`config.mk`:
```
export PLATFORM = sky130hd
export DESIGN_NAME = bitmap_to_sextant_cell_list_core
export DESIGN_NICKNAME = d
export VERILOG_FILES = /design/src/hw/rtl/sxc_pkg.sv /design/src/hw/rtl/bitmap_to_sextant_cell_list_core.sv /design/src/hw/rtl/sxc_front.sv /design/src/hw/rtl/sxc_emit.sv
export SDC_FILE = /design/constraint.sdc
export NUM_CORES = 1
export LEC_CHECK = 0
export BUFFER_PORTS_ARGS = -buffer_cell sky130_fd_sc_hd__buf_2
export CORE_UTILIZATION = 40
export CTS_CLUSTER_DIAMETER = 40
export DETAILED_ROUTE_END_ITERATION = 12
export PLACE_DENSITY = 0.55
export SLEW_MARGIN = 40
export SYNTH_ARGS = -nofsm -noshare
export SYNTH_HDL_FRONTEND = slang
export SYNTH_SLANG_ARGS = --single-unit
```
`constraint.sdc`:
```
create_clock -name clk -period 4.3 [get_ports clk]
set_input_delay 0.43 -clock clk [delete_from_list [all_inputs] [get_ports clk]]
set_output_delay 0.43 -clock clk [all_outputs]
set_load 0.01 [all_outputs]
```
`src/hw/rtl/sxc_pkg.sv`:
```
package sxc_pkg;

	localparam int BYTE_W          = 8;
	localparam int REG_W           = 8;
	localparam int CFG_IDX_W       = 2;
	localparam int OFF_W           = 15;
	localparam int MASK_W          = 6;
	localparam int CNT_W           = 14;
	localparam int COL_W           = 5;
	localparam int RIB_W           = 2;
	localparam int BAND_W          = 7;
	localparam int CELLS_PER_BYTE  = 4;
	localparam int TDATA_W         = 40;
	localparam int MAX_ROW_BYTES_DEF = 32;

	// register indexes
	localparam logic [CFG_IDX_W-1:0] REG_SPRITE_WIDTH  = 2'd0;
	localparam logic [CFG_IDX_W-1:0] REG_SPRITE_HEIGHT = 2'd1;
	localparam logic [CFG_IDX_W-1:0] REG_ROW_STRIDE    = 2'd2;

	localparam logic [REG_W-1:0] RST_SPRITE_WIDTH  = 8'd16;
	localparam logic [REG_W-1:0] RST_SPRITE_HEIGHT = 8'd24;
	localparam logic [REG_W-1:0] RST_ROW_STRIDE    = 8'd80;

	// mask bit positions
	localparam int MB_R0_L = 0;
	localparam int MB_R0_R = 1;
	localparam int MB_R1_L = 2;
	localparam int MB_R1_R = 3;
	localparam int MB_R2_L = 4;
	localparam int MB_R2_R = 5;

	// four candidate cells of one final-row byte, plus their base offset and the summary flag
	typedef struct packed {
		logic [CELLS_PER_BYTE-1:0]             pend;
		logic [CELLS_PER_BYTE-1:0][MASK_W-1:0] mask;
		logic [OFF_W-1:0]                      base;
		logic                                  summary;
	} grp_t;

endpackage

```
`src/hw/rtl/bitmap_to_sextant_cell_list_core.sv`:
```
// Turns a 1-bit-per-pixel sprite, fed one byte per item row after row (leftmost
// pixel in bit 7, rows padded to whole bytes), into a list of non-empty 2x3 cells:
// offset = band * row_stride + cell column, a 6-bit mask and a running count,
// then one summary item (tuser = 0) with the total. Bytes of rows 0 and 1 of a
// band sit in two row memories of MAX_ROW_BYTES bytes each until the band's last
// row arrives. A final-row byte yields one item per non-empty cell, plus the
// summary item when it ends the sprite; the output register delivers one item per
// cycle while m_axis_tready is high, and bytes wait while items are still pending.
// Results pass the input stage, emit stage and output registers. A configuration
// write restarts the sprite and must be made while the block is idle.
module bitmap_to_sextant_cell_list_core #(
	parameter int MAX_ROW_BYTES = sxc_pkg::MAX_ROW_BYTES_DEF
) (
	input  logic                               clk,
	input  logic                               arst_n,
	input  logic                               cfg_we,
	input  logic [sxc_pkg::CFG_IDX_W-1:0]      cfg_index,
	input  logic [sxc_pkg::REG_W-1:0]          cfg_data,
	input  logic                               s_axis_tvalid,
	output logic                               s_axis_tready,
	input  logic [sxc_pkg::BYTE_W-1:0]         s_axis_tdata,   // [7:0] pixel_byte
	output logic                               m_axis_tvalid,
	input  logic                               m_axis_tready,
	// [14:0] cell_offset, [20:15] cell_mask, [34:21] cells_so_far, [39:35] zero
	output logic [sxc_pkg::TDATA_W-1:0]        m_axis_tdata,
	output logic                               m_axis_tuser,   // [0] is_cell
	output logic                               m_axis_tlast
);

	sxc_pkg::grp_t grp;
	logic grp_valid, grp_ready, restart;
	logic [sxc_pkg::OFF_W-1:0]  offset;
	logic [sxc_pkg::MASK_W-1:0] mask;
	logic [sxc_pkg::CNT_W-1:0]  count;

	assign restart = cfg_we && (cfg_index == sxc_pkg::REG_SPRITE_WIDTH ||
		cfg_index == sxc_pkg::REG_SPRITE_HEIGHT || cfg_index == sxc_pkg::REG_ROW_STRIDE);

	sxc_front #(
		.MAX_ROW_BYTES(MAX_ROW_BYTES)
	) u_front (
		.clk       (clk),
		.arst_n    (arst_n),
		.cfg_we    (cfg_we),
		.cfg_index (cfg_index),
		.cfg_data  (cfg_data),
		.in_valid  (s_axis_tvalid),
		.in_ready  (s_axis_tready),
		.in_byte   (s_axis_tdata),
		.grp_valid (grp_valid),
		.grp_ready (grp_ready),
		.grp       (grp)
	);

	sxc_emit u_emit (
		.clk         (clk),
		.arst_n      (arst_n),
		.restart     (restart),
		.grp_valid   (grp_valid),
		.grp_ready   (grp_ready),
		.grp         (grp),
		.out_valid   (m_axis_tvalid),
		.out_ready   (m_axis_tready),
		.out_is_cell (m_axis_tuser),
		.out_offset  (offset),
		.out_mask    (mask),
		.out_count   (count),
		.out_last    (m_axis_tlast)
	);

	assign m_axis_tdata = {5'b0, count, mask, offset};

endmodule

```
`src/hw/rtl/sxc_front.sv`:
```
module sxc_front #(
	parameter int MAX_ROW_BYTES = sxc_pkg::MAX_ROW_BYTES_DEF
) (
	input  logic                              clk,
	input  logic                              arst_n,
	input  logic                              cfg_we,
	input  logic [sxc_pkg::CFG_IDX_W-1:0]     cfg_index,
	input  logic [sxc_pkg::REG_W-1:0]         cfg_data,
	input  logic                              in_valid,
	output logic                              in_ready,
	input  logic [sxc_pkg::BYTE_W-1:0]        in_byte,
	output logic                              grp_valid,
	input  logic                              grp_ready,
	output sxc_pkg::grp_t                     grp
);

	localparam int AW = (MAX_ROW_BYTES > 1) ? $clog2(MAX_ROW_BYTES) : 1;

	logic [sxc_pkg::REG_W-1:0] width_q, height_q, stride_q;
	logic [sxc_pkg::COL_W-1:0] col_q;
	logic [sxc_pkg::RIB_W-1:0] rib_q;
	logic [7:0]                rows_q;
	logic [sxc_pkg::BAND_W-1:0] band_q;

	logic [sxc_pkg::BYTE_W-1:0] row0_mem [MAX_ROW_BYTES];
	logic [sxc_pkg::BYTE_W-1:0] row1_mem [MAX_ROW_BYTES];
	logic [sxc_pkg::BYTE_W-1:0] rd0_q, rd1_q;

	logic                        v_s1;
	logic [sxc_pkg::BYTE_W-1:0]  pix_s1;
	logic [sxc_pkg::COL_W-1:0]   col_s1;
	logic [sxc_pkg::RIB_W-1:0]   rib_s1;
	logic                        fin_s1;
	logic                        inr_s1;
	logic                        sum_s1;
	logic [sxc_pkg::OFF_W-1:0]   boff_s1;

	logic [7:0] w_eff, h_eff;
	logic [5:0] row_bytes;
	logic [7:0] w_cells;
	logic       accept, final_row, row_end, summary, in_range, cfg_hit;
	logic [7:0] rows_next;
	logic [AW-1:0] addr;

	assign w_eff     = (width_q == '0) ? 8'd1 : width_q;
	assign h_eff     = (height_q == '0) ? 8'd1 : height_q;
	assign row_bytes = 6'(({1'b0, w_eff} + 9'd7) >> 3);
	assign w_cells   = 8'(({1'b0, w_eff} + 9'd1) >> 1);

	assign in_ready  = !v_s1 || grp_ready;
	assign accept    = in_valid && in_ready;
	assign rows_next = rows_q + 8'd1;
	assign final_row = (rib_q >= 2'd2) || ({1'b0, rows_q} + 9'd1 >= {1'b0, h_eff});
	assign row_end   = ({1'b0, col_q} + 6'd1) >= row_bytes;
	assign summary   = row_end && (rows_next >= h_eff);
	assign in_range  = {1'b0, col_q} < 6'(MAX_ROW_BYTES);
	assign addr      = col_q[AW-1:0];
	assign cfg_hit   = cfg_we && (cfg_index == sxc_pkg::REG_SPRITE_WIDTH ||
		cfg_index == sxc_pkg::REG_SPRITE_HEIGHT || cfg_index == sxc_pkg::REG_ROW_STRIDE);

	always_ff @(posedge clk or negedge arst_n) begin
		if (!arst_n) begin
			width_q  <= sxc_pkg::RST_SPRITE_WIDTH;
			height_q <= sxc_pkg::RST_SPRITE_HEIGHT;
			stride_q <= sxc_pkg::RST_ROW_STRIDE;
		end else if (cfg_we) begin
			unique case (cfg_index)
				sxc_pkg::REG_SPRITE_WIDTH:  width_q  <= cfg_data;
				sxc_pkg::REG_SPRITE_HEIGHT: height_q <= cfg_data;
				sxc_pkg::REG_ROW_STRIDE:    stride_q <= cfg_data;
				default: ;
			endcase
		end
	end

	// position counters advance on each accepted item and clear on a configuration write
	always_ff @(posedge clk or negedge arst_n) begin
		if (!arst_n) begin
			col_q  <= '0;
			rib_q  <= '0;
			rows_q <= '0;
			band_q <= '0;
		end else if (cfg_hit) begin
			col_q  <= '0;
			rib_q  <= '0;
			rows_q <= '0;
			band_q <= '0;
		end else if (accept) begin
			if (!row_end) begin
				col_q <= col_q + 5'd1;
			end else if (summary) begin
				col_q  <= '0;
				rib_q  <= '0;
				rows_q <= '0;
				band_q <= '0;
			end else begin
				col_q  <= '0;
				rows_q <= rows_next;
				if (final_row) begin
					rib_q  <= '0;
					band_q <= band_q + 7'd1;
				end else begin
					rib_q <= rib_q + 2'd1;
				end
			end
		end
	end

	// row store: rows 0 and 1 of the band, read as the item enters
	always_ff @(posedge clk) begin
		if (accept && !final_row && in_range) begin
			if (rib_q == 2'd0) begin
				row0_mem[addr] <= in_byte;
			end else begin
				row1_mem[addr] <= in_byte;
			end
		end
		if (accept) begin
			rd0_q <= row0_mem[addr];
			rd1_q <= row1_mem[addr];
		end
	end

	always_ff @(posedge clk or negedge arst_n) begin
		if (!arst_n) begin
			v_s1 <= 1'b0;
		end else if (in_ready) begin
			v_s1 <= accept;
		end
	end

	always_ff @(posedge clk) begin
		if (accept) begin
			pix_s1  <= in_byte;
			col_s1  <= col_q;
			rib_s1  <= rib_q;
			fin_s1  <= final_row;
			inr_s1  <= in_range;
			sum_s1  <= summary;
			boff_s1 <= sxc_pkg::OFF_W'(band_q) * sxc_pkg::OFF_W'(stride_q);
		end
	end

	logic [sxc_pkg::BYTE_W-1:0] r0, r1, r2;
	logic [6:0] cc;
	logic [7:0] p0;
	logic       cv, rc;
	logic [sxc_pkg::MASK_W-1:0] m;

	always_comb begin
		r0 = (rib_s1 == 2'd0) ? pix_s1 : (inr_s1 ? rd0_q : '0);
		r1 = (rib_s1 == 2'd1) ? pix_s1 : (inr_s1 ? rd1_q : '0);
		r2 = pix_s1;
		cc = '0;
		p0 = '0;
		cv = 1'b0;
		rc = 1'b0;
		m  = '0;
		grp.pend    = '0;
		grp.mask    = '0;
		grp.base    = boff_s1 + sxc_pkg::OFF_W'({col_s1, 2'b00});
		grp.summary = sum_s1;
		for (int k = 0; k < sxc_pkg::CELLS_PER_BYTE; k++) begin
			cc = {col_s1, 2'(k)};
			p0 = {cc, 1'b0};
			cv = {1'b0, cc} < w_cells;
			rc = ({1'b0, p0} + 9'd1) < {1'b0, w_eff};
			m  = '0;
			m[sxc_pkg::MB_R0_L] = r0[7-2*k];
			m[sxc_pkg::MB_R0_R] = rc && r0[6-2*k];
			if (rib_s1 >= 2'd1) begin
				m[sxc_pkg::MB_R1_L] = r1[7-2*k];
				m[sxc_pkg::MB_R1_R] = rc && r1[6-2*k];
			end
			if (rib_s1 >= 2'd2) begin
				m[sxc_pkg::MB_R2_L] = r2[7-2*k];
				m[sxc_pkg::MB_R2_R] = rc && r2[6-2*k];
			end
			grp.mask[k] = m;
			grp.pend[k] = fin_s1 && cv && (m != '0);
		end
	end

	assign grp_valid = v_s1;

endmodule

```
`src/hw/rtl/sxc_emit.sv`:
```
module sxc_emit (
	input  logic                          clk,
	input  logic                          arst_n,
	input  logic                          restart,
	input  logic                          grp_valid,
	output logic                          grp_ready,
	input  sxc_pkg::grp_t                 grp,
	output logic                          out_valid,
	input  logic                          out_ready,
	output logic                          out_is_cell,
	output logic [sxc_pkg::OFF_W-1:0]     out_offset,
	output logic [sxc_pkg::MASK_W-1:0]    out_mask,
	output logic [sxc_pkg::CNT_W-1:0]     out_count,
	output logic                          out_last
);

	logic [sxc_pkg::CELLS_PER_BYTE-1:0]             pend_q;
	logic                                           sum_q;
	logic [sxc_pkg::CELLS_PER_BYTE-1:0][sxc_pkg::MASK_W-1:0] mask_q;
	logic [sxc_pkg::OFF_W-1:0]                      base_q;
	logic [sxc_pkg::CNT_W-1:0]                      count_q;
	logic                                           out_valid_q;

	logic [sxc_pkg::CELLS_PER_BYTE-1:0] pend_nx;
	logic [1:0] k;
	logic busy, has_cell, out_load, emit, last_emit, ex_free;

	always_comb begin
		if (pend_q[0]) begin
			k = 2'd0;
		end else if (pend_q[1]) begin
			k = 2'd1;
		end else if (pend_q[2]) begin
			k = 2'd2;
		end else begin
			k = 2'd3;
		end
	end

	assign has_cell  = pend_q != '0;
	assign busy      = has_cell || sum_q;
	assign pend_nx   = pend_q & (pend_q - 4'd1);
	assign out_load  = !out_valid_q || out_ready;
	assign emit      = busy && out_load;
	assign last_emit = has_cell ? (pend_nx == '0 && !sum_q) : 1'b1;
	assign ex_free   = !busy || (emit && last_emit);
	assign grp_ready = ex_free;

	always_ff @(posedge clk or negedge arst_n) begin
		if (!arst_n) begin
			pend_q <= '0;
			sum_q  <= 1'b0;
		end else if (grp_valid && ex_free) begin
			pend_q <= grp.pend;
			sum_q  <= grp.summary;
		end else if (emit) begin
			if (has_cell) begin
				pend_q <= pend_nx;
			end else begin
				sum_q <= 1'b0;
			end
		end
	end

	always_ff @(posedge clk) begin
		if (grp_valid && ex_free) begin
			mask_q <= grp.mask;
			base_q <= grp.base;
		end
	end

	// running cell count; the summary hands it out and clears it
	always_ff @(posedge clk or negedge arst_n) begin
		if (!arst_n) begin
			count_q <= '0;
		end else if (restart) begin
			count_q <= '0;
		end else if (emit) begin
			count_q <= has_cell ? count_q + 14'd1 : '0;
		end
	end

	always_ff @(posedge clk or negedge arst_n) begin
		if (!arst_n) begin
			out_valid_q <= 1'b0;
		end else if (out_load) begin
			out_valid_q <= emit;
		end
	end

	always_ff @(posedge clk) begin
		if (emit) begin
			out_is_cell <= has_cell;
			out_offset  <= has_cell ? base_q + sxc_pkg::OFF_W'(k) : '0;
			out_mask    <= has_cell ? mask_q[k] : '0;
			out_count   <= has_cell ? count_q + 14'd1 : count_q;
			out_last    <= last_emit;
		end
	end

	assign out_valid = out_valid_q;

endmodule
```
==> results.md, run 1 <==
* Area of placed instances at 33240 um^2
* Net total in the final layout at 2268
* Post-synthesis sequential area ratio at 66.91%
* Worst Slack Setup Final at 42.62 ps
* First-pass GRT wire length at 107.2 mm
* Async set-or-reset flop fraction in the synthesized netlist at 9.531%
* Final HPWL DP at 45.42 mm
* CTS sink count at 703
* Total power of the final layout at 22.29 mW
* Max transition margin at 44.96%
* Number of different library cells in the post-synthesis netlist at 75
* Vertical extent of the die at 280.7 um
* Largest fanout on the critical path at 7
* Number of synthesis warnings at 0
* Most used cell along the critical path: fa_1
* Peak supply drop at 553.6 uV
* Critical Path Sink Type: flip-flop
* Synthesis-stage register bit count at 703
* Mean cell area of the mapped netlist at 16.08 um^2
* Leakage power figure at 13.18 nW
* Setup TNS at 0 ps
* Share of layout cells above drive strength 1 at 25.58%
* Met1 GRT Util at 24.22%
* CP Cell Sequence: buf_6, nand2_1, fa_1, fa_1, fa_1, inv_1, fa_1, ha_2, o21ai_0, a21oi_2, a41oi_2, nor2b_1, xnor2_1
* Drt pass-1 iters at 5
* Number of placed instances, taps included at 3059
* Antenna fix cells at 0
* Highest-delay cell along the critical path: fa_1
* Global-route track usage on met2 at 30.01%
* Starting utilization of the core area at 40.69%
* CTS Root Cell: clkbuf_16
* Largest net degree at the start of global routing at 92
* Total die area at 78770 um^2
* Setup repair after global routing missed its margin: yes
* IO buf count at 61
* Data required time at the worst endpoint at 4680 ps
* Min cycle time layout at 4257 ps
* Clock tree from TritonCTS: done
* Total length of routed wires at 70.07 mm
* Vias per cell at 5.246
* Commonest non-fill, non-tap cell in the layout: edfxtp_1
* Most used cells in the layout excluding fill and tap cells: edfxtp_1 (636), nor2_1 (184), mux4_2 (146)
* Aggregate global routing overflow at 0
* Buffering stage count on the worst path with inverters included at 2
* Clk_lat worst skew at 660 ps
* Via count of the first global-routing pass at 17908
* Finished layout cell area at 36800 um^2
* Total clock buffers created by CTS at 104
* Number of max-cap violations at 0
* Final-report max-slew violation count at 0
* Total routing resource utilization after global routing at 18.19%
* Worst-Margin Slew at 825.7 ps
* Antenna violation net count after detailed routing at 0
* Count of H-tree levels built during CTS at 3
* Number of synthesized flops with an enable pin at 636
* Placeable core region at 76330 um^2
* Start-to-end type of the worst setup path: flip-flop to flip-flop
* Maximum single-stage delay on the critical path at 570 ps
* IO Pins at 67
* Arrival time worst endpoint at 4640 ps
* Final std cells w/o fill at 3254
* Pre-CTS setup slack at -131.8 ps
* Final weighted congestion of routability-driven global placement at 0.8407
* Iter 0 DRT Violations at 1256
* Total power density per cell area at 605.8 nW/um^2
* Critical path launch point type: flip-flop
* DIE WIDTH at 280.7 um
* Largest buffer count on any clock path at 3
* Synthesis-to-finish area growth at 18.47%
* Highest clock rate at 0.2349 GHz
* Number of setup violations in the final report at 0
* Floorplan row count at 101
* Initial antenna violation count at 0
* Most used routing layer: met2
* Final Hold Fails at 0
* Cell family contributing the most delay on the critical path: adder cells
* Final worst-path cycle share at 99.01%
* Type of the worst min-delay path: input port to flip-flop
* Met3 global-route usage at 3.408%
* Netlist area before placement at 31060 um^2
* DR WL/cell at 21.53 um
* Max Clock Skew at 25.36 ps
* Post-Synthesis Cells at 1932
* Run status: complete, no violations
* CTS clock-pin slew for the worst setup and hold paths at 50 ps
* Number of design rule violations left after detail routing at 0
* Most common flop cell mapped by yosys: edfxtp_1
* Total via count in the routed design at 17072
registers in the layout (all words and copies together), names as in the netlist, 6 cells and up:
signal and cells:
u_emit.base_q 15, u_emit.count_q 14, u_emit.mask_q 24, u_emit.out_count 14, u_emit.out_mask 6, u_emit.out_offset 15, u_front.band_q 7, u_front.boff_s1 15
u_front.height_q 8, u_front.pix_s1 8, u_front.rd0_q 8, u_front.rd1_q 8, u_front.row0_mem 256, u_front.row1_mem 256, u_front.rows_q 8, u_front.stride_q 8
u_front.width_q 8
per-layer routing:
layer,share of wire (%),routed length (um),vias to the layer above
met1,44,30570,8745
li1,-,-,7797
met3,5.1,3549,110
met5,0,0,-
met4,2.5,1740,0
met2,49,34210,420
per-stage QoR:
step	hold slack (ps)	util [%]
after global routing	19.95	48.21
after global placement	415.9	43.54
after floorplan	134.4	-
after detailed placement	425.7	43.55
final	38.75	48.21
after CTS	0.4080	48.12
area by class of cell:
cell class / instances / area [um^2]
Fill cell: 6525 / 39530
Sequential cell: 703 / 20790
Multi-Input combinational cell: 1066 / 9723
Clock buffer: 113 / 2668
Tap cell: 1030 / 1289
Timing Repair Buffer: 179 / 1237
Clock inverter: 80 / 774.5
Inverter: 83 / 316.6
report_power, final:
group | internal (mW) | switching (mW) | leakage [nW]
combinational | 2.15 | 2.98 | 4.84
sequential | 8.48 | 0.468 | 6.69
clock | 5.03 | 3.18 | 1.65
total | 15.7 | 6.63 | 13.2
synth_stat cells (26+ instances only):
| cell | n | area share, % |
|---|---|---|
| dfrtp_1 | 62 | 5.0 |
| nand3_1 | 38 | 0.61 |
| mux2_2 | 28 | 1.0 |
| inv_1 | 77 | 0.93 |
| nor2_1 | 185 | 2.2 |
| xor2_1 | 26 | 0.73 |
| ha_1 | 77 | 3.1 |
| mux4_2 | 146 | 11 |
| o21ai_0 | 45 | 0.73 |
| clkbuf_1 | 46 | 0.56 |
| fa_1 | 31 | 2.0 |
| edfxtp_1 | 636 | 61 |
| a21oi_1 | 72 | 1.2 |
| xnor2_1 | 43 | 1.2 |
| and2_1 | 43 | 0.87 |
| nand2_1 | 126 | 1.5 |
timing repair:
item                                   in CTS  in global routing
endpoints found under the hold margin      20                  0
cloned                                      0                  0
hold buffers                                1                  0
gates resized for setup                     5                 15
buffers inserted                            0                  1
pin swaps                                   6                 12
setup endpoints to repair                   5                  5
final timing paths:
path | depth (start not counted) | from | slack, ps | endpoint
max in group asynchronous | 3 | arst_n | 2870 | u_emit.count_q[10]$_DFFE_PN0P_
max | 13 | u_front.stride_q[4]$_DFFE_PN1P_ | 40 | u_front.boff_s1[11]$_DFFE_PP_
min in group asynchronous | 2 | arst_n | 360 | u_front.stride_q[7]$_DFFE_PN0P_
min | 2 | s_axis_tvalid | 40 | u_front.grp_valid$_DFFE_PN0N_
min reg2reg | 0 | u_front.boff_s1[0]$_DFFE_PP_ | 430 | u_emit.base_q[0]$_DFFE_PP_
max reg2reg | 13 | u_front.stride_q[4]$_DFFE_PN1P_ | 40 | u_front.boff_s1[11]$_DFFE_PP_
cells by family (layout without fill, tap and decap cells):
logic type               Yosys count  count (layout)  share of synthesized area, %
XOR/XNOR                          69              69                         1.946
buffers and inverters            167             455                         2.204
other                              1               5                       0.01207
AO/OA/AOI/OAI                    211             211                         4.488
flip-flops                       703             703                         66.91
multiplexers                     195             195                         12.28
adder cells (fa/ha/maj)          108             108                         5.100
AND/OR/NAND/NOR                  478             478                         7.066
Note: power is estimated with default switching activity, not from simulation.
==> run 2, diff against run 1 <==
- CORE_UTILIZATION: 40 -> 35
- PLACE_DENSITY: 0.55 -> 0.56
==> results.md, run 2 (synthesis gave the netlist of run 1 again) <==
* Run status: complete, no violations
* Beginning of the critical path: u_front.stride_q[4]$_DFFE_PN1P_
* Floorplan row count at 108 (+6.9%)
* Placeable core region at 87290 um^2 (+14%)
* CTS clock-pin slew for the worst setup and hold paths at 60 ps (about the same)
* IO buf count at 61 (unchanged)
* Final worst-path cycle share at 98.47% (-0.53 points)
* Beginning of the worst register-to-register path: u_front.stride_q[4]$_DFFE_PN1P_
* Max Clock Skew at 45.74 ps (+20.38 ps)
* Vertical extent of the die at 299.9 um (+6.9%)
* Clock tree from TritonCTS: done
* Start-to-end type of the worst setup path: flip-flop to flip-flop
* Largest fanout on the critical path at 4 (-3)
* Min cycle time layout at 4234 ps (-22.98 ps)
* Leakage power figure at 13.19 nW (+0.10%)
* First-pass GRT wire length at 108.1 mm (+0.86%)
* Largest registers: u_front.row0_mem (256), u_front.row1_mem (256), u_emit.mask_q (24)
* Power spent charging and discharging nets at 6.570 mW (-0.93%)
* Synthesis-to-finish area growth at 18.94%
* Highest clock rate at 0.2362 GHz (+0.54%)
* Part of the power in registers at 40.7% (+0.5 points)
* Drt pass-1 iters at 5 (unchanged)
* Pint at 15.59 mW (-0.46%)
* Max transition margin at 45.10% (+0.14 points)
* Part of the total power dissipated in the clock network at 36.2% (-0.6 points)
* Largest net degree at the start of global routing at 66 (-28%)
* Via count of the first global-routing pass at 17701 (-1.2%)
* Total routing resource utilization after global routing at 15.87% (-2.3 points)
* Data required time at the worst endpoint at 4670 ps (about the same)
* Final weighted congestion of routability-driven global placement at 0.8427 (+0.24%)
* Worst-Margin Slew at 823.5 ps (-2.140 ps)
* DIE WIDTH at 299.9 um (+6.9%)
* FF/Latch Area at 20790 um^2 (unchanged)
* Setup TNS at 0 ps (unchanged)
* Total via count in the routed design at 17075 (+0.018%)
* Setup repair after global routing missed its margin: yes
* Number of max-cap violations at 0 (unchanged)
* Switching fraction of total power at 29.66% (-0.098 points)
* Number of filler cells placed in the layout at 7858 (+20%)
* Final std cells w/o fill at 3378 (+3.8%)
* Critical Path Sink Type: flip-flop
* Vias per cell at 5.055 (-3.7%)
* Area of placed instances at 33480 um^2 (+0.71%)
* DR WL/cell at 20.77 um (-3.5%)
* Count of H-tree levels built during CTS at 3 (unchanged)
* Combinational power share at 23.1% (about the same)
* Worst Min Path Start: s_axis_tvalid
* Aggregate global routing overflow at 0 (unchanged)
* Final Hold Fails at 0 (unchanged)
* Clk_lat worst skew at 660 ps (about the same)
* Net total in the final layout at 2270 (+0.088%)
* Type of the worst min-delay path: input port to flip-flop
* Number of design rule violations left after detail routing at 0 (unchanged)
* Commonest non-fill, non-tap cell in the layout: edfxtp_1
* Number of setup violations in the final report at 0 (unchanged)
* Total clock buffers created by CTS at 98 (-5.8%)
* Total length of routed wires at 70.18 mm (+0.15%)
* IO Pins at 67 (unchanged)
* Final HPWL DP at 45.79 mm (+0.82%)
* Final-report max-slew violation count at 0 (unchanged)
* Largest buffer count on any clock path at 3 (unchanged)
* Most used cells in the layout excluding fill and tap cells: edfxtp_1 (636), nor2_1 (184), mux4_2 (146)
* Area of the multi-input gates at 9729 um^2 (about the same)
* Initial antenna violation count at 1 (+1)
* Finished layout cell area at 36940 um^2 (+0.40%)
* Critical path launch point type: flip-flop
* Peak supply drop at 412.3 uV (-26%)
* Share of layout cells above drive strength 1 at 25.61% (about the same)
* Antenna violation net count after detailed routing at 0 (unchanged)
* Iter 0 DRT Violations at 1221 (-2.8%)
* Number of placed instances, taps included at 3194 (+4.4%)
* CTS Root Cell: clkbuf_16
* Total die area at 89940 um^2 (+14%)
* Total power density per cell area at 599.7 nW/um^2 (-1.0%)
* Starting utilization of the core area at 35.58% (-5.1 points)
* CTS sink count at 703 (unchanged)
* Total power of the final layout at 22.16 mW (-0.60%)
* Arrival time worst endpoint at 4610 ps (-30 ps)
[run 2: changes by cell type in the layout (fill, tap and decap cells not counted), moves of 3 or more]
cell       change
bufinv_16      +3
clkbuf_16      -7
clkinv_4       +3
inv_6          -8
clkinv_1       -4
buf_4          +6
[run 2: final timing paths]
kind                                                   end  slack (ps)  depth (start not counted)
setup / recovery             u_front.boff_s1[14]$_DFFE_PP_          70                         16
hold / removal               u_front.grp_valid$_DFFE_PN0N_          70                          2
setup reg to reg             u_front.boff_s1[14]$_DFFE_PP_          70                         16
hold reg to reg                 u_emit.base_q[0]$_DFFE_PP_         450                          0
max in group asynchronous  u_front.height_q[3]$_DFFE_PN1P_        2860                          3
min in group asynchronous      u_front.addr[2]$_DFFE_PN0P_         410                          2
[run 2: area by class of cell]
cell class | count | share of cell area, %
Clock inverter | 74 | 2.273
Multi-Input combinational cell | 1066 | 26.34
Inverter | 83 | 0.8569
Clock buffer | 109 | 6.804
Antenna cell | 1 | 0.006774
Timing Repair Buffer | 187 | 3.539
Tap cell | 1155 | 3.912
Sequential cell | 703 | 56.27
[run 2: timing repair]
item                       in CTS  in global routing
setup buffers                   0                  0
hold buffers                    1                  0
resized for setup               6                 16
setup endpoints to repair       4                  5
pin swaps                       7                 19
hold endpoints to repair       26                  0
[run 2: power by group through the flow]
stage | clock network, mW | logic, mW | registers (mW)
global placement | 0 | 5.13 | 9.13
floorplan | 0 | 3.53 | 8.98
CTS | 8.17 | 5.20 | 9.02
detailed placement | 0 | 5.16 | 9.15
finish | 8.03 | 5.12 | 9.01
global route | 8.47 | 5.63 | 9.11
[run 2: through the flow]
| stage | hold slack, ps | setup slack [ps] | utilization [%] |
|---|---|---|---|
| detailed placement | 438.1 | -168.5 | 38.35 |
| global placement | 445.7 | -156.5 | 38.35 |
| global route | 29.76 | -135.4 | 42.32 |
| finish | 65.41 | 65.60 | 42.32 |
| CTS | 23.66 | -30.94 | 42.23 |
| floorplan | 134.4 | 7.353 | - |
[run 2: routing by layer]
layer | global-route usage (%) | up-vias | share of wire, %
met5 | 0 | - | 0
met4 | 4.276 | 0 | 2.3
met3 | 3.136 | 119 | 5.4
met2 | 25.44 | 449 | 47
met1 | 22.04 | 8717 | 45
li1 | - | 7790 | -
[run 2: worst max-delay path, stage by stage (launching register included)]
cell      delay, ps
dfstp_2         540
nand2_2          60
fa_1            470
fa_1            490
inv_1            50
fa_1            520
inv_2            50
fa_1            520
inv_2            50
ha_4            220
nand2_2          60
o21ai_2          70
nor4_2          300
nor3_2          110
a211oi_2        260
a21oi_2         100
xnor2_1         120
